`config.mk`:
```
export PLATFORM = sky130hd
export DESIGN_NAME = pcst_ctrl
export DESIGN_NICKNAME = d
export VERILOG_FILES = /design/src/hw/rtl/pcst_pkg.sv /design/src/hw/rtl/pcst_ctrl.sv
export SDC_FILE = /design/constraint.sdc
export NUM_CORES = 1
export LEC_CHECK = 0
export BUFFER_PORTS_ARGS = -buffer_cell sky130_fd_sc_hd__buf_2
export CAP_MARGIN = 10
export CORE_AREA = 2 2 39 41
export DETAILED_ROUTE_END_ITERATION = 12
export DIE_AREA = 0 0 41 43
export GPL_ROUTABILITY_DRIVEN = 0
export HOLD_SLACK_MARGIN = 0.08
export PLACE_DENSITY = 0.54
export SLEW_MARGIN = 20
export SYNTH_ARGS = -nofsm -noshare
export SYNTH_HDL_FRONTEND = slang
export SYNTH_SLANG_ARGS = --single-unit
```
`constraint.sdc`:
```
create_clock -name clk_i -period 4.5 [get_ports clk_i]
set_input_delay 0.45 -clock clk_i [delete_from_list [all_inputs] [get_ports clk_i]]
set_output_delay 0.45 -clock clk_i [all_outputs]
set_load 0.005 [all_outputs]
```
`src/hw/rtl/pcst_pkg.sv`:
```
// ---------------------------------------------------------------------------
// Call stack tracker package
// Shared constants, register indexes, controller/datapath structs and return-value helpers.
// ---------------------------------------------------------------------------
package pcst_pkg;
  localparam int unsigned NumCpusDef    = 8;
  localparam int unsigned StackDepthDef = 32;
  localparam int unsigned FuncCountDef  = 1024;
  localparam logic [63:0] ErrnoLow      = 64'hFFFF_FFFF_FFFF_F001;

  localparam logic [0:0] RegTracing = 1'b0;
  localparam logic [0:0] RegPid     = 1'b1;

  typedef struct packed {
    logic init_step;
    logic push;
    logic pop;
    logic copy_step;
    logic emit_step;
    logic clear;
  } pcst_cmd_t;

  typedef struct packed {
    logic init_last;
    logic push_ok;
    logic need_snap;
    logic pop_ok;
    logic pop_done;
    logic step_last;
  } pcst_sts_t;

  function automatic logic is_err_val(logic [63:0] raw, logic cant_fail, logic sext,
                                      logic ret_ptr);
    logic [63:0] v;
    v = sext ? {{32{raw[31]}}, raw[31:0]} : raw;
    is_err_val = !cant_fail && ((v >= ErrnoLow) || (ret_ptr && (v == 64'd0)));
  endfunction

  function automatic logic [63:0] ext_val(logic [63:0] raw, logic cant_fail, logic sext);
    ext_val = (!cant_fail && sext) ? {{32{raw[31]}}, raw[31:0]} : raw;
  endfunction
endpackage

```
`src/hw/rtl/pcst_ctrl.sv`:
```
// ---------------------------------------------------------------------------
// Call stack tracker controller
// Sequences event handling, snapshot copies and record emission.
// ---------------------------------------------------------------------------
module pcst_ctrl (
  input  logic              clk_i,
  input  logic              rst_ni,
  input  logic              ev_valid_i,
  input  logic              ev_action_i,
  output logic              ev_stall_o,
  input  pcst_pkg::pcst_sts_t sts_i,
  output pcst_pkg::pcst_cmd_t cmd_o,
  output logic              out_valid_o,
  input  logic              out_stall_i
);
  import pcst_pkg::*;

  typedef enum logic [2:0] {StInit, StIdle, StEval, StCopy, StEmit, StClear} state_e;
  state_e state_q, state_d;
  logic   act_q;

  assign ev_stall_o  = (state_q != StIdle);
  assign out_valid_o = (state_q == StEmit);

  always_comb begin
    cmd_o   = '0;
    state_d = state_q;
    unique case (state_q)
      StInit: begin
        cmd_o.init_step = 1'b1;
        if (sts_i.init_last) state_d = StIdle;
      end
      StIdle: begin
        if (ev_valid_i) state_d = StEval;
      end
      StEval: begin
        if (act_q) begin
          if (sts_i.push_ok && sts_i.need_snap) state_d = StCopy;
          else begin
            cmd_o.push = sts_i.push_ok;
            state_d = StIdle;
          end
        end else begin
          cmd_o.pop = sts_i.pop_ok;
          state_d = (sts_i.pop_ok && sts_i.pop_done) ? StEmit : StIdle;
        end
      end
      StCopy: begin
        cmd_o.copy_step = 1'b1;
        if (sts_i.step_last) begin
          cmd_o.push = 1'b1;
          state_d = StIdle;
        end
      end
      StEmit: begin
        if (!out_stall_i) begin
          cmd_o.emit_step = 1'b1;
          if (sts_i.step_last) state_d = StClear;
        end
      end
      StClear: begin
        cmd_o.clear = 1'b1;
        state_d = StIdle;
      end
      default: state_d = StIdle;
    endcase
  end

  always_ff @(posedge clk_i or negedge rst_ni) begin
    if (!rst_ni) begin
      state_q <= StInit;
      act_q   <= 1'b0;
    end else begin
      state_q <= state_d;
      if (state_q == StIdle && ev_valid_i) act_q <= ev_action_i;
    end
  end
endmodule

```
Word-level counts from Yosys, hierarchy flattened
Index checks and enable logic that the tools add are counted.
{ "word_totals": {"word_cells": 38, "memories": 0, "rom_bits": 0, "ram_bits": 0, "in_bits": 11, "reg_bits": 4, "latchBits": 0} }
{ "classes": {"mux": 20, "n_addsub": 0, "n_shift": 0, "n_lt_le_gt_ge": 0, "bitwise": 0, "reduce_logical": 5, "eq_ne": 11, "mul": 0, "n_div": 0} }
{ "op_table": {"columns": ["op", "n"], "rows": [
  ["$mux W3", 7],
  ["$pmux W3 S5", 1],
  ["$mux W1", 10],
  ["$ne A2 B2 Y1 const B", 5],
  ["$eq A3 B2 Y1 const B", 2],
  ["$eq A3 B3 Y1 const B", 2],
  ["$reduce_and A5 Y1", 1],
  ["$eq A3 B1 Y1 const B", 1],
  ["$logic_and A1 B1 Y1", 3],
  ["$logic_not A3 Y1", 1],
  ["$ne A3 B1 Y1 const B", 1],
  ["$mux W2", 1],
  ["$pmux W1 S2", 1]
]} }

Logic depth before layout (Yosys ltp)
{ "logic_depth": {"depth_word": 4, "depth_mapped": 4} }

Worst setup path after synthesis
No wires, ideal clock.
{ "synth_path": {"path_kind": "reg-to-reg", "from": "register state_q[0]", "to": "register act_q", "setup_time_ps": 125, "path_slack_ps": 3038, "path_stages_with_launch": 5, "arrival_ps": 1337, "path_cell_list": "dfrtp_1 -> buf_6 -> or3b_1 -> or2_4 -> mux2_4"} }
{ "synth_via": {"elab_chain_len": 2} }
{ "synth_rtl": {"columns": ["item", "line", "rtl"], "rows": [
  ["start, declared", "pcst_ctrl.sv:19", "state_e state_q, state_d;"],
  ["start signal, assigned", "pcst_ctrl.sv:71", "state_q <= StInit;"],
  ["start signal, assigned", "pcst_ctrl.sv:74", "state_q <= state_d;"],
  ["$eq A3 B1 Y1", "pcst_ctrl.sv:75", "if (state_q == StIdle && ev_valid_i) act_q <= ev_action_i;"],
  ["$logic_and A1 B1 Y1", "pcst_ctrl.sv:75", null],
  ["end signal, assigned", "pcst_ctrl.sv:75", null],
  ["end, declared", "pcst_ctrl.sv:20", "logic act_q;"]
]} }
Every way passes these cells.
A chain may end at the register's enable or synchronous reset.

Final worst setup path
{ "layout_path": {"from": "register state_q[0]", "to": "output ev_stall_o"} }
{ "layout_via": {"elab_chain_len": 1} }
{ "layout_rtl": {"columns": ["item", "line", "rtl"], "rows": [
  ["$ne A3 B1 Y1", "pcst_ctrl.sv:22", "assign ev_stall_o = (state_q != StIdle);"],
  ["end, declared", "pcst_ctrl.sv:10", "output logic ev_stall_o,"]
]} }
Every way passes these cells.

==> run metrics <==
RR Endpoint=act_q$_DFFE_PN0P_; CP max stage delay=roughly 0.46 ns; Initial Util=20.25%; Synth Area in XOR/XNOR=0%; status=completed; Tcrit/Tclk final=between 30 and 40%; Core ar.=0.001384 mm²; largest family of logic cells by synthesized area=simple AND/OR/NAND/NOR gates; Detail Placement HPWL=530.4 µm; count of final hold-check violations=0; Buffers on Ports=18; count of flip-flops with a built-in enable after synthesis=0; Slew Limit Fails=0; CP top delay family=flip-flops; synth-to-layout area growth=46.87%; CTS Sinks=4; Main synth FF type=dfrtp_1; DR pass1 iterations=1; Stages on worst setup path=2; clock skew=0.003436 ns; count of different cell masters after synthesis=21; Slew headroom=84.40%; critical path launch point=state_q[0]$_DFFE_PN0P_; DR DRC count=0; cell leakage power=approximately 0.00024 µW; Critical Path End Type=primary output; total of max-cap violations=0; reg2reg start=state_q[0]$_DFFE_PN0P_; die area=roughly 0.0018 mm²; Post-Layout Cell Count=69; Setup Buffers After CTS=0; global-route wire length before repair=around 900 µm; Die Ht=roughly 43 µm; Seq/Total Area, Yosys=35.71%; # rows=14; most common cell after layout, fill and taps aside=buf_2; I/O Pins=19; placed cell count=65; vias in the first global route=248; post-synthesis mux area share=9.375%; RSZ-0062 raised after global routing=false; chip width=slightly above 40 µm; setup_tns=0 ns; drt via density=4.174; Mapped Avg Cell Area=8.758 µm²; critical path startpoint category=flip-flop; DRT antenna net count=0; WP data arrival=1.22 ns; Max IR drop VDD=roughly 150 µV; fraction of registers with async set/reset=100.0%; CTS max path bufs=2; critical path fanouts, max=9; syn nets=43; PD cells=480.2 mW/mm²; Max Fclk=0.5984 GHz; setup ws final=2.829 ns; Post-Route WL=622 µm; dpl ws=2.979 ns; area share of fa/ha/maj cells after synthesis=0%; CTS tree=yes; Syn Std Cell Area=around 280 µm²; CTS root buffer=clkbuf_4; Total GRT Usage=~7.5%; vias=288; initial antenna violation count=0; Post-layout nets=66; worst setup path class=flip-flop to primary output; pin count of the biggest net entering global routing=10; Compound-Gate Fraction of Synth Area=between 7 and 8%; CP required=4.05 ns; Final Setup Violations=0; crit path to=ev_stall_o; slew at the pin closest to its max-slew limit=around 0.23 ns; Post-Synthesis Cells=32; WL per Instance=9.014 µm; diodes inserted=0; Critical Path, Cell by Cell=or3b_1, buf_2; R2R setup slack=2.99 ns; Synth warnings=0; layout cell share with drive strength beyond 1=50.94%; Initial DRC Count=0; number of synthesized register bits=4; Buf+Inv Stages, Crit Path=1; Worst-Skew Late Latency=0.23 ns; total CTS buffers=3; Tmin final=1.671 ns; Reg clk slew, reported paths=0.04 ns; simple-gate portion of the synthesized area=40.63%; grt ovf=0; CP max-delay cell=dfrtp_1; Hold Path Class=input pin to flip-flop; reg2reg path depth=3; most frequent cells in the layout=buf_2, nor2_1, dfrtp_1, nand2_1, clkbuf_4; H-tree Lvls=1
-- kinds of logic (layout without fill, tap and decap cells) --
family | after synthesis | in the layout
multiplexers | 2 | 2
buffers and inverters | 3 | 24
flip-flops | 4 | 4
AND/OR/NAND/NOR | 20 | 20
AO/OA/AOI/OAI | 3 | 3
-- cell type report --
class	instances	area, µm²
fillers	157	972.2
inverters	2	7.507
flip-flops and latches	4	100.1
clock buffers	3	22.52
well taps	16	20.02
multi-input cells	25	161.4
repair buffers	19	100.1
-- where the power goes --
group          switching, µW  internal, µW
Clock                   13.0          29.7
Combinational           32.0          52.4
Sequential              20.9          49.8
-- worst min path at each step --
stage,from,to,slack (ns),depth (start not counted)
5_1_grt,ev_action_i,act_q$_DFFE_PN0P_,0.46,2
6_report,ev_action_i,act_q$_DFFE_PN0P_,0.46,2
3_3_place_gp,rst_ni,state_q[1]$_DFFE_PN0P_,0.26,1
3_5_place_dp,rst_ni,state_q[1]$_DFFE_PN0P_,0.25,1
4_1_cts,ev_action_i,act_q$_DFFE_PN0P_,0.46,2
2_1_floorplan,rst_ni,act_q$_DFFE_PN0P_,0.15,0
-- flip-flops by register name, summed over array words and instances (netlist names) --
name / count
act_q: 1
state_q: 3
-- per-layer routing --
| metal | vias to the layer above | part of all wire, % | track usage, % | wire [µm] |
|---|---|---|---|---|
| li1 | 152 | - | - | - |
| met1 | 121 | 43 | 8.852 | 267 |
| met2 | 13 | 47 | 11.88 | 293 |
| met3 | 2 | 7.6 | 0 | 47 |
| met4 | 0 | 2.1 | 6.000 | 13 |
| met5 | - | 0 | 0 | 0 |
-- Yosys cell counts (all sizes together) (2+ instances only) --
| library cell | number | share of area [%] |
|---|---|---|
| and3 | 2 | 4.9 |
| dfrtp | 4 | 36 |
| inv | 2 | 2.7 |
| mux2 | 2 | 9.4 |
| nand2 | 3 | 4.0 |
| nand2b | 2 | 4.5 |
| nor2 | 5 | 6.7 |
-- repair_timing --
action,in CTS,in global routing
resized for setup,0,0
hold buffers,1,0
hold endpoints to repair,4,0
-- stage by stage --
stage,total power [µW],hold WS [ns],utilization (%),cell area (µm²)
5_1_grt,212.8,0.4632,29.75,411.6
6_report,197.7,0.4550,29.75,411.6
3_5_place_dp,157.6,0.2539,27.40,379.1
4_1_cts,201.7,0.4559,29.75,411.6
2_1_floorplan,132.3,0.1544,-,280.3
3_3_place_gp,156.8,0.2568,27.40,379.1
(Power assumes the default switching activity.)
